<file path="src/rtl/core/session_affinity_table_assert.svh">
// Assertion macros for the session affinity table.
// Used by modules that have clk and rst in scope; no other dependencies.
`ifndef SESSION_AFFINITY_TABLE_ASSERT_SVH
`define SESSION_AFFINITY_TABLE_ASSERT_SVH

// Same-cycle implication, disabled during reset
`define SAT_ASSERT_IMPL(label, ante, cons) \
  label: assert property (@(posedge clk) disable iff (rst) (ante) |-> (cons)) \
    else $error("session affinity table: assertion failed");

// Next-cycle implication, disabled during reset
`define SAT_ASSERT_NEXT(label, ante, cons) \
  label: assert property (@(posedge clk) disable iff (rst) (ante) |=> (cons)) \
    else $error("session affinity table: assertion failed");

`endif

</file>
<file path="src/rtl/core/sat_pkg.sv">
// Shared types and constants for the session affinity table.
// No dependencies; imported by every module of the block except sat_ram.
package sat_pkg;

  localparam int unsigned DEF_BUCKET_COUNT = 1024;
  localparam int unsigned DEF_WAYS         = 4;
  localparam logic [31:0] HASH_MULT        = 32'h045d9f3b;
  localparam logic [31:0] TIMEOUT_RESET    = 32'd300;
  localparam int unsigned COUNT_OUT_W      = 13;

  // Item kinds
  typedef enum logic [1:0] {
    KIND_LOOKUP = 2'd0,
    KIND_INSERT = 2'd1,
    KIND_SWEEP  = 2'd2,
    KIND_RSVD   = 2'd3   // unused code, answered with status 1
  } kind_t;

  // One slot of a bucket
  typedef struct packed {
    logic        valid;
    logic [31:0] client;
    logic [15:0] link;
    logic [31:0] last_seen;
  } entry_t;

  typedef enum logic [3:0] {
    S_CLEAR,
    S_IDLE,
    S_HASH1,
    S_HASH2,
    S_MOD,
    S_READ,
    S_UPDATE,
    S_SW_READ,
    S_SW_WRITE,
    S_DONE
  } state_t;

  // Controller to datapath
  typedef struct packed {
    logic load_in;
    logic hash1;
    logic hash2;
    logic mod_step;
    logic rd_bucket;
    logic update;
    logic sweep_rd;
    logic sweep_wr;
    logic clr_wr;
    logic res_reject;
    logic load_out;
  } cmd_t;

  // Datapath to controller
  typedef struct packed {
    logic reject;
    logic is_sweep;
    logic mod_done;
    logic idx_last;
    logic out_free;
  } sts_t;

endpackage

</file>
<file path="src/rtl/core/sat_ctrl.sv">
// Sequencer for the session affinity table: lookup/insert, sweep, clearing pass.
// Depends on sat_pkg and session_affinity_table_assert.svh.
`include "session_affinity_table_assert.svh"

module sat_ctrl (
  input  logic          clk,
  input  logic          rst,
  input  logic          in_valid,
  output logic          in_ready,
  input  sat_pkg::sts_t sts,
  output sat_pkg::cmd_t cmd
);
  import sat_pkg::*;

  state_t state;
  state_t state_next;

  // State register
  always_ff @(posedge clk) begin
    if (rst) begin
      state <= S_CLEAR;
    end else begin
      state <= state_next;
    end
  end

  // Next state
  always_comb begin
    state_next = state;
    unique case (state)
      S_CLEAR:    if (sts.idx_last) state_next = S_IDLE;
      S_IDLE:     if (in_valid) state_next = S_HASH1;
      S_HASH1: begin
        if (sts.reject) begin
          state_next = S_DONE;
        end else if (sts.is_sweep) begin
          state_next = S_SW_READ;
        end else begin
          state_next = S_HASH2;
        end
      end
      S_HASH2:    state_next = S_MOD;
      S_MOD:      if (sts.mod_done) state_next = S_READ;
      S_READ:     state_next = S_UPDATE;
      S_UPDATE:   state_next = S_DONE;
      S_SW_READ:  state_next = S_SW_WRITE;
      S_SW_WRITE: state_next = sts.idx_last ? S_DONE : S_SW_READ;
      S_DONE:     if (sts.out_free) state_next = S_IDLE;
      default:    state_next = S_CLEAR;
    endcase
  end

  // Outputs
  always_comb begin
    cmd      = '0;
    in_ready = 1'b0;
    unique case (state)
      S_CLEAR:    cmd.clr_wr = 1'b1;
      S_IDLE: begin
        in_ready    = 1'b1;
        cmd.load_in = in_valid;
      end
      S_HASH1: begin
        cmd.hash1      = 1'b1;
        cmd.res_reject = sts.reject;
      end
      S_HASH2:    cmd.hash2 = 1'b1;
      S_MOD:      cmd.mod_step = 1'b1;
      S_READ:     cmd.rd_bucket = 1'b1;
      S_UPDATE:   cmd.update = 1'b1;
      S_SW_READ:  cmd.sweep_rd = 1'b1;
      S_SW_WRITE: cmd.sweep_wr = 1'b1;
      S_DONE:     cmd.load_out = sts.out_free;
      default:    cmd = '0;
    endcase
  end

  `SAT_ASSERT_NEXT(a_accept_starts, in_valid && in_ready, state == S_HASH1)
  `SAT_ASSERT_NEXT(a_clear_exit, state == S_CLEAR, state == S_CLEAR || state == S_IDLE)
  `SAT_ASSERT_IMPL(a_one_ram_op, 1'b1,
                   $onehot0({cmd.update, cmd.sweep_wr, cmd.clr_wr}))

endmodule

</file>
<file path="config.mk">
export PLATFORM = sky130hd
export DESIGN_NAME = sat_ctrl
export DESIGN_NICKNAME = d
export VERILOG_FILES = /design/src/rtl/core/sat_pkg.sv /design/src/rtl/core/sat_ctrl.sv
export VERILOG_INCLUDE_DIRS = /design/src /design/src/rtl/core
export SDC_FILE = /design/constraint.sdc
export NUM_CORES = 1
export LEC_CHECK = 0
export BUFFER_PORTS_ARGS = -buffer_cell sky130_fd_sc_hd__buf_2
export CAP_MARGIN = 30
export CORE_AREA = 8 8 45 47
export DETAILED_ROUTE_END_ITERATION = 10
export DIE_AREA = 0 0 53 55
export PLACE_DENSITY = 0.53
export SETUP_SLACK_MARGIN = 0.3
export SLEW_MARGIN = 25
export SYNTH_ARGS = -nofsm -noshare
export SYNTH_HDL_FRONTEND = slang
export SYNTH_SLANG_ARGS = --single-unit
</file>
<file path="constraint.sdc">
create_clock -name clk -period 1.5 [get_ports clk]
set_input_delay 0.075 -clock clk [delete_from_list [all_inputs] [get_ports clk]]
set_output_delay 0.075 -clock clk [all_outputs]
set_load 0.005 [all_outputs]
</file>
# After elaboration in Yosys (flattened, before gate mapping)
# Index checks and enable logic that the tools add are counted.
word_totals:
  latchBits: 0
  mem_count: 0
  rom_bits: 0
  inputBits: 8
  ram_bits: 0
  output_inout_bits: 12
  elab_cells: 36
  reg_bits: 4
classes:
  n_eq_ne: 13
  n_mul: 0
  shifts: 0
  n_bitwise: 0
  add_sub_neg: 0
  div_mod_pow: 0
  n_reduce_logical: 2
  mux: 20
  order_cmp: 0
op_table:
  columns: ["op", "count"]
  rows:
  - ["4-bit one-hot mux with 10 select lines", 1]
  - ["4-bit 2-to-1 mux", 6]
  - ["4-bit by 3-bit == test with 1-bit output, second input constant", 4]
  - ["1-bit 2-to-1 mux", 12]
  - ["4-bit by 2-bit == test with 1-bit output, second input constant", 2]
  - ["4-bit == test, second input constant", 2]
  - ["2-bit != test, second input constant", 4]
  - ["4-bit by 1-bit == test with 1-bit output, second input constant", 1]
  - ["4-bit zero test", 1]
  - ["4-bit AND reduction", 1]
  - ["3-bit 2-to-1 mux", 1]

# Logic depth before layout (Yosys ltp)
# Gate-level depths: netlist (run 1).
logic_depth:
  depth_word: 3
  ltp_mapped: 4
  depth_no_buf: 3

# Least setup slack after synthesis (run 1)
# No wires, ideal clock.
synth_timing:
  path_kind: "reg2reg"
  startpoint: "reg state[2]"
  endpoint: "reg state[1]"
  path_stages_with_launch: 4
  arrival_ns: 1.313
  n_path_buf: 0
  slack_ns: 0.084
  setup_ns: 0.103
  cell_sequence: "dfxtp_1 -> or4b_1 -> a21o_1 -> a2111oi_2"
synth_between:
  elab_chain_len: 3
synth_rtl:
  columns: ["element", "line", "text"]
  rows:
  - ["start, declared", "sat_ctrl.sv:15", "state_t state;"]
  - ["start signal, assigned", "sat_ctrl.sv:23", "state <= state_next;"]
  - ["4-bit by 3-bit == test with 1-bit output, or another cell as far along", "sat_ctrl.sv:30", "unique case (state)"]
  - ["2-bit != test (no source line)", null, null]
  - ["4-bit AND reduction (no source line)", null, null]
# Several ways; a longest one is shown, not always the timed one.
# A chain may end at the register's enable or synchronous reset.

# Final worst setup path (run 1)
layout_timing:
  startpoint: "reg state[0]"
  endpoint: "reg state[1]"
# The elaborated chain is that of the path after synthesis.

==> results of run 1 <==
==> metal layers <==
metal / vias up / wire [um] / part of all wire, %
li1: 251 / - / -
met1: 236 / 570 / 41
met2: 16 / 699 / 50
met3: 0 / 115 / 8.3
met4: 0 / 0 / 0
met5: - / 0 / 0
==> stage by stage <==
| step | area, um2 | std cells | utilization, % | worst slack (ns) |
|---|---|---|---|---|
| after global placement | 531 | 87 | 38.3 | 0.0707 |
| after detailed placement | 531 | 87 | 38.3 | 0.0284 |
| after floorplan | 382 | 48 | - | 0.157 |
| final | 729 | 100 | 52.7 | 0.0806 |
| after CTS | 661 | 97 | 47.7 | 0.0945 |
| after global routing | 729 | 100 | 52.7 | 0.00833 |
==> cells in the final DEF, fill, tap and decap left out, types with 3 or more instances in the layout <==
master,count
sky130_fd_sc_hd__buf_4,13
sky130_fd_sc_hd__buf_6,6
sky130_fd_sc_hd__dfxtp_4,4
sky130_fd_sc_hd__clkbuf_4,3
sky130_fd_sc_hd__inv_1,3
sky130_fd_sc_hd__nor3_1,3
sky130_fd_sc_hd__buf_2,18
==> synthesized netlist by cell type, types with 2 or more instances <==
master / count
sky130_fd_sc_hd__and2_1: 2
sky130_fd_sc_hd__buf_2: 3
sky130_fd_sc_hd__a31oi_1: 2
sky130_fd_sc_hd__nor3_1: 6
sky130_fd_sc_hd__inv_1: 4
sky130_fd_sc_hd__nand2_1: 3
sky130_fd_sc_hd__dfxtp_1: 4
sky130_fd_sc_hd__nand2b_1: 2
sky130_fd_sc_hd__nor2_1: 3
==> power groups by stage <==
stage / clock network [W] / registers [W] / logic (W)
after floorplan: 0 / 0.000132 / 0.000111
after global placement: 0 / 0.000148 / 0.000181
after detailed placement: 0 / 0.000148 / 0.000178
after CTS: 0.000138 / 0.000144 / 0.000227
after global routing: 0.000155 / 0.000147 / 0.000288
final: 0.000136 / 0.000145 / 0.000267
==> area by class of cell <==
cell class	count	share of cell area, %
Inverter	4	2.06
Clock buffer	3	3.09
Multi-Input combinational cell	36	44.1
Tap cell	16	2.74
Sequential cell	4	13.0
Timing Repair Buffer	37	35.0
==> worst max-delay path by stage <==
| stage | start | to | slack, ns |
|---|---|---|---|
| after floorplan | state[3]$_SDFFE_PP0P_ | state[1]$_SDFFE_PP0P_ | 0.16 |
| after global placement | state[3]$_SDFFE_PP0P_ | state[1]$_SDFFE_PP0P_ | 0.07 |
| after detailed placement | state[3]$_SDFFE_PP0P_ | state[1]$_SDFFE_PP0P_ | 0.03 |
| after CTS | state[0]$_SDFFE_PP0P_ | state[1]$_SDFFE_PP0P_ | 0.09 |
| after global routing | state[0]$_SDFFE_PP0P_ | state[1]$_SDFFE_PP0P_ | 0.008 |
| final | state[0]$_SDFFE_PP0P_ | state[1]$_SDFFE_PP0P_ | 0.08 |
==> cells by family (layout without fill, tap and decap cells) <==
group,after synthesis,count (layout)
DFF,4,4
buffers and inverters,8,44
and+or+nand+nor,26,26
AOI/OAI and AO/OA,10,10
==> worst max-delay path, delay by kind of cell (launching register included) <==
family | cells | cell delay [ns]
compound gates | 2 | 0.47
flops | 1 | 0.35
simple gates | 1 | 0.49
==> timing repair <==
| action | CTS | global route |
|---|---|---|
| buffers inserted | 7 | 3 |
| resized for setup | 17 | 8 |
| endpoints found under the setup margin | 15 | 14 |
| pin swaps | 5 | 6 |
==> impl_metrics.sql, run 1 <==
INSERT INTO impl_metrics (metric_group, metric, value, unit) VALUES
('cts', 'htree_num_levels', '1', ''),
('logic_synthesis', 'net_count_after_synthesis', '56', ''),
('power_and_ir_drop', 'vdd.ir_drop.worst', '0.355', 'mV'),
('grt', 'met3_grt_util', '3.48', '%'),
('timing', 'setup_tns', '0', 'ns'),
('die', 'num_io_pins', '20', ''),
('timing', 'max_slew_margin', '71.3', '%'),
('power_and_ir_drop', 'p_leak', '0.346', 'nW'),
('logic_synthesis', 'synth_cell_area', '360', 'um2'),
('setup_path', 'timing.setup.critical_path_class', 'register to register', ''),
('cts', 'cts.clk_slew.worst_paths', '0.04', 'ns'),
('routing', 'drt-pass1-iter-count', '5', ''),
('setup_path', 'reg2regPathDepth', '3', ''),
('logic_synthesis', 'synth-adder-area-share', '0', '%'),
('timing', 'rsz0062_at_grt', 'yes', ''),
('outcome', 'outcome', 'complete, no violations', ''),
('die', 'start_util', '26.0', '%'),
('setup_path', 'reg2reg_setup_slack', '0.08', 'ns'),
('timing', 'final_max_slew_viol_count', '0', ''),
('power_and_ir_drop', 'power.share.sequential', '26.4', '%'),
('logic_synthesis', 'postSynthCellCount', '48', ''),
('final_layout', 'total_area_of_multi_input_combinational_cells', '322', 'um2'),
('worst_hold_path', 'hold_path_class', 'input port to register', ''),
('final_layout', 'antenna_diode_instance_count', '0', ''),
('setup_path', 'crit_arrival', '1.55', 'ns'),
('grt', 'gr-usage-all-layers', '8.73', '%'),
('cts', 'tritoncts_clock_tree', 'done', ''),
('routing', 'remaining_drc_errors', '0', ''),
('cts', 'clock_tree.buffer_depth', '2', ''),
('final_layout', 'top_regs', 'state: 4 flops', ''),
('logic_synthesis', 'synth_largest_type_area_fraction', '22.2', '%'),
('placement', 'hpwl', '905', 'um'),
('logic_synthesis', 'synth-seq-area-share', '22.2', '%'),
('grt', 'gr-total-overflow', '0', ''),
('grt', 'met1_usage', '8.94', '%'),
('setup_path', 'worstReg2RegEnd', 'state[1]$_SDFFE_PP0P_', ''),
('logic_synthesis', 'synth-xor-area-share', '0', '%'),
('routing', 'wl_per_cell', '13.9', 'um'),
('logic_synthesis', 'post_synthesis_simple_gate_area_fraction', '44.4', '%'),
('worst_hold_path', 'holdPathEnd', 'state[1]$_SDFFE_PP0P_', ''),
('setup_path', 'critical-path-max-stage-delay', '0.49', 'ns'),
('logic_synthesis', 'primary_ff_master_synth', 'sky130_fd_sc_hd__dfxtp_1', ''),
('routing', 'wl', '1390', 'um'),
('die', 'die_x', '53', 'um'),
('logic_synthesis', 'synth.top_cells.by_area', 'sky130_fd_sc_hd__dfxtp_1 22%, sky130_fd_sc_hd__nor3_1 8.3%, sky130_fd_sc_hd__buf_2 4.2%', ''),
('grt', 'busiest_layer', 'met2', ''),
('timing', 'finalCriticalPeriod', '1.42', 'ns'),
('timing', 'final.hold.worst_slack', '0.0526', 'ns'),
('setup_path', 'worst_setup_path_end_kind', 'register', ''),
('placement', 'buffer_ports.inserted', '19', ''),
('grt', 'global_route_wire_length_before_repair', '1950', 'um'),
('power_and_ir_drop', 'combinationalPowerShare', '48.8', '%'),
('grt', 'antenna_found_initial', '0', ''),
('timing', 'fin_skew', '0.0106', 'ns'),
('logic_synthesis', 'yosys-mux-area-fraction', '0', '%'),
('timing', 'setup_violations', '0', ''),
('final_layout', 'syn_to_final_growth', '102', '%'),
('die', 'rows', '14', ''),
('grt', 'grt_util_met2', '15.2', '%'),
('cts', 'cts_sinks', '4', ''),
('worst_hold_path', 'worst_hold_startpoint', 'rst', ''),
('power_and_ir_drop', 'total_power', '0.000547', 'W'),
('routing', 'via_count', '503', ''),
('timing', 'tightestPinTransition', '0.419', 'ns'),
('setup_path', 'required_time_of_the_worst_setup_path', '1.63', 'ns'),
('grt', 'first_global_vias', '468', ''),
('final_layout', 'layout.nets', '94', ''),
('logic_synthesis', 'postSynthRegisterBits', '4', ''),
('routing', 'detailedRoute.firstIterationViolations', '8', ''),
('setup_path', 'path_cells', 'or4b_1, a21o_1, a2111oi_4', ''),
('logic_synthesis', 'synth-compound-area-share', '24.0', '%');
(Power assumes the default switching activity.)
==> inputs of run 2 (changes only) <==
REMOVE_ABC_BUFFERS = 1   (was not set)
==> impl_metrics.sql, run 2 (synthesized netlist as in run 1, its figures left out) <==
INSERT INTO impl_metrics (metric_group, metric, value, unit) VALUES
('setup_path', 'path_cells', 'or4b_4, a21o_1, a2111oi_4', ''),
('final_layout', 'mostFrequentLayoutCell', 'sky130_fd_sc_hd__buf_2', ''),
('setup_path', 'worst-path-max-fanout', '4', ''),
('cts', 'cts_inserted_buffers', '3', ''),
('setup_path', 'worstReg2RegEnd', 'state[1]$_SDFFE_PP0P_', ''),
('timing', 'maxClockFrequency', '715', 'MHz'),
('die', 'num_io_pins', '20', ''),
('timing', 'min_period_over_period', '93.2', '%'),
('routing', 'via_count', '528', ''),
('final_layout', 'largest-register', 'state', ''),
('setup_path', 'required_time_of_the_worst_setup_path', '1.64', 'ns'),
('grt', 'antenna_found_initial', '0', ''),
('placement', 'buffer_ports.inserted', '19', ''),
('power_and_ir_drop', 'p_leak', '0.360', 'nW'),
('grt', 'first_global_vias', '541', ''),
('routing', 'wl', '1490', 'um'),
('final_layout', 'layout-drive-gt1-share', '70.6', '%'),
('cts', 'insertion_delay', '0.24', 'ns'),
('power_and_ir_drop', 'power.share.clock', '24.2', '%'),
('worst_hold_path', 'holdPathEnd', 'state[1]$_SDFFE_PP0P_', ''),
('cts', 'cts.clk_slew.worst_paths', '0.04', 'ns'),
('cts', 'cts_root_buf', 'sky130_fd_sc_hd__clkbuf_4', ''),
('routing', 'drt-vias-per-instance', '5.23', ''),
('timing', 'fin_skew', '0.00604', 'ns'),
('timing', 'finalCriticalPeriod', '1.40', 'ns'),
('setup_path', 'crit_arrival', '1.54', 'ns'),
('die', 'start_util', '26.0', '%'),
('die', 'design.core.area', '0.00138', 'mm2'),
('power_and_ir_drop', 'power-per-cell-area', '757', 'mW/mm2'),
('final_layout', 'top_regs', 'state: 4 flops', ''),
('final_layout', 'antenna_diode_instance_count', '0', ''),
('routing', 'wl_per_cell', '14.8', 'um'),
('die', 'die_area', '0.00292', 'mm2'),
('cts', 'htree_num_levels', '1', ''),
('placement', 'routability_congestion_estimate_from_global_placement', '0.751', ''),
('timing', 'final_max_slew_viol_count', '0', ''),
('setup_path', 'reg2regPathDepth', '3', ''),
('final_layout', 'layout.nets', '95', ''),
('outcome', 'outcome', 'complete, no violations', ''),
('cts', 'clock_tree.buffer_depth', '2', ''),
('setup_path', 'crit-reg2reg-launch', 'state[0]$_SDFFE_PP0P_', ''),
('setup_path', 'timing.setup.critical_path_class', 'register to register', ''),
('worst_hold_path', 'worstHoldPathCells', '2', ''),
('final_layout', 'layout.filler_cells', '130', ''),
('power_and_ir_drop', 'reported_net_switching_power', '0.000203', 'W'),
('die', 'die_h', '55', 'um'),
('final_layout', 'most-common-layout-cells', '19 x sky130_fd_sc_hd__buf_2, 13 x sky130_fd_sc_hd__buf_4, 5 x sky130_fd_sc_hd__buf_6', ''),
('worst_hold_path', 'hold_path_class', 'input port to register', ''),
('timing', 'rsz0062_at_grt', 'yes', ''),
('setup_path', 'worst_setup_path_end_kind', 'register', ''),
('routing', 'drt-pass1-iter-count', '4', ''),
('run', 'cap_viol_max_count', '0', ''),
('timing', 'max_slew_margin', '78.2', '%'),
('cts', 'cts_sinks', '4', ''),
('placement', 'hpwl', '946', 'um'),
('setup_path', 'critical-path-max-stage-delay', '0.51', 'ns'),
('grt', 'largest_net_degree_at_the_start_of_global_routing', '9', ''),
('timing', 'setup_violations', '0', ''),
('routing', 'detailedRoute.firstIterationViolations', '7', ''),
('routing', 'remaining_drc_errors', '0', ''),
('setup_path', 'reg2reg_setup_slack', '0.10', 'ns'),
('power_and_ir_drop', 'power_report.internal_total', '0.000370', 'W'),
('power_and_ir_drop', 'combinationalPowerShare', '51.7', '%'),
('grt', 'gr-usage-all-layers', '11.2', '%'),
('cts', 'tritoncts_clock_tree', 'done', ''),
('timing', 'finalHoldViolCount', '0', ''),
('die', 'rows', '14', ''),
('power_and_ir_drop', 'power.share.sequential', '24.2', '%'),
('power_and_ir_drop', 'sw_frac_of_total', '35.4', '%'),
('cts', 'holdBufCountCts', '0', ''),
('worst_hold_path', 'worst_hold_startpoint', 'rst', ''),
('routing', 'drt.antenna.violating_nets', '0', ''),
('timing', 'setup_tns', '0', 'ns'),
('timing', 'tightestPinTransition', '0.327', 'ns'),
('final_layout', 'largest_register_ff_count', '4', ''),
('grt', 'global_route_wire_length_before_repair', '2460', 'um'),
('setup_path', 'timing.critical_path.slowest_stage_cell', 'sky130_fd_sc_hd__or4b_4', ''),
('final_layout', 'syn_to_final_growth', '110', '%'),
('die', 'die_x', '53', 'um'),
('setup_path', 'critPathLaunchType', 'register', ''),
('timing', 'post_route_setup_slack', '0.102', 'ns'),
('placement', 'placement.setup.worst_slack', '-0.0205', 'ns'),
('power_and_ir_drop', 'vdd.ir_drop.worst', '0.532', 'mV'),
('grt', 'gr-total-overflow', '0', '');
[run 2: cell types whose count changed in the layout (fill, tap and decap cells not counted), sizes merged]
| cell | change |
|---|---|
| buf | +1 |
[run 2: what timing repair did]
item,in CTS,in global routing
buffers inserted,6,3
setup endpoints to repair,16,16
gates resized for setup,20,14
pin swaps,8,9
[run 2: area by class of cell]
type	instances	area (um2)	area share (%)
Multi-Input combinational cell	36	343	45.3
Tap cell	16	20.0	2.64
Timing Repair Buffer	38	264	34.9
Clock buffer	3	22.5	2.98
Inverter	4	15.0	1.98
Sequential cell	4	92.6	12.2
[run 2: per-stage QoR]
step | utilization, % | hold WS (ns) | instance area (um2) | instances | total power [W]
2_1_floorplan | - | 0.144 | 342 | 44 | 0.000226
3_3_place_gp | 38.4 | 0.298 | 532 | 89 | 0.000330
3_5_place_dp | 38.4 | 0.296 | 532 | 89 | 0.000330
4_1_cts | 49.4 | 0.0450 | 683 | 98 | 0.000531
5_1_grt | 54.7 | 0.0540 | 757 | 101 | 0.000618
6_report | 54.7 | 0.0522 | 757 | 101 | 0.000573
[run 2: how the worst max path moves through the flow]
stage	cells past startpoint	from	end
CTS	3	state[0]$_SDFFE_PP0P_	state[1]$_SDFFE_PP0P_
global route	5	state[2]$_SDFFE_PP0P_	cmd[1]
global placement	3	state[1]$_SDFFE_PP0P_	state[1]$_SDFFE_PP0P_
detailed placement	3	state[1]$_SDFFE_PP0P_	state[1]$_SDFFE_PP0P_
finish	3	state[0]$_SDFFE_PP0P_	state[1]$_SDFFE_PP0P_
floorplan	3	state[1]$_SDFFE_PP0P_	state[1]$_SDFFE_PP0P_
[run 2: power by group through the flow]
stage | combinational (W) | sequential (W) | clock, W
floorplan | 0.0000771 | 0.000149 | 0
global placement | 0.000196 | 0.000135 | 0
detailed placement | 0.000195 | 0.000135 | 0
CTS | 0.000252 | 0.000139 | 0.000140
global route | 0.000319 | 0.000140 | 0.000159
finish | 0.000296 | 0.000139 | 0.000138
[run 2: per-layer routing]
metal  wire length [um]  track usage (%)  share of wire, %  vias to the layer above
li1                   -                -                 -                      256
met1                655             12.9                44                      250
met2                731             17.8                49                       20
met3                 95             5.35               6.4                        2
met4                 10             3.88              0.67                        0
met5                  0                0                 0                        -
[run 2: critical path: cells and delay by family, from the launching register on]
family	cells	cell delay [ns]
flip-flops	1	0.33
AO/OA/AOI/OAI	2	0.47
AND/OR/NAND/NOR	1	0.51
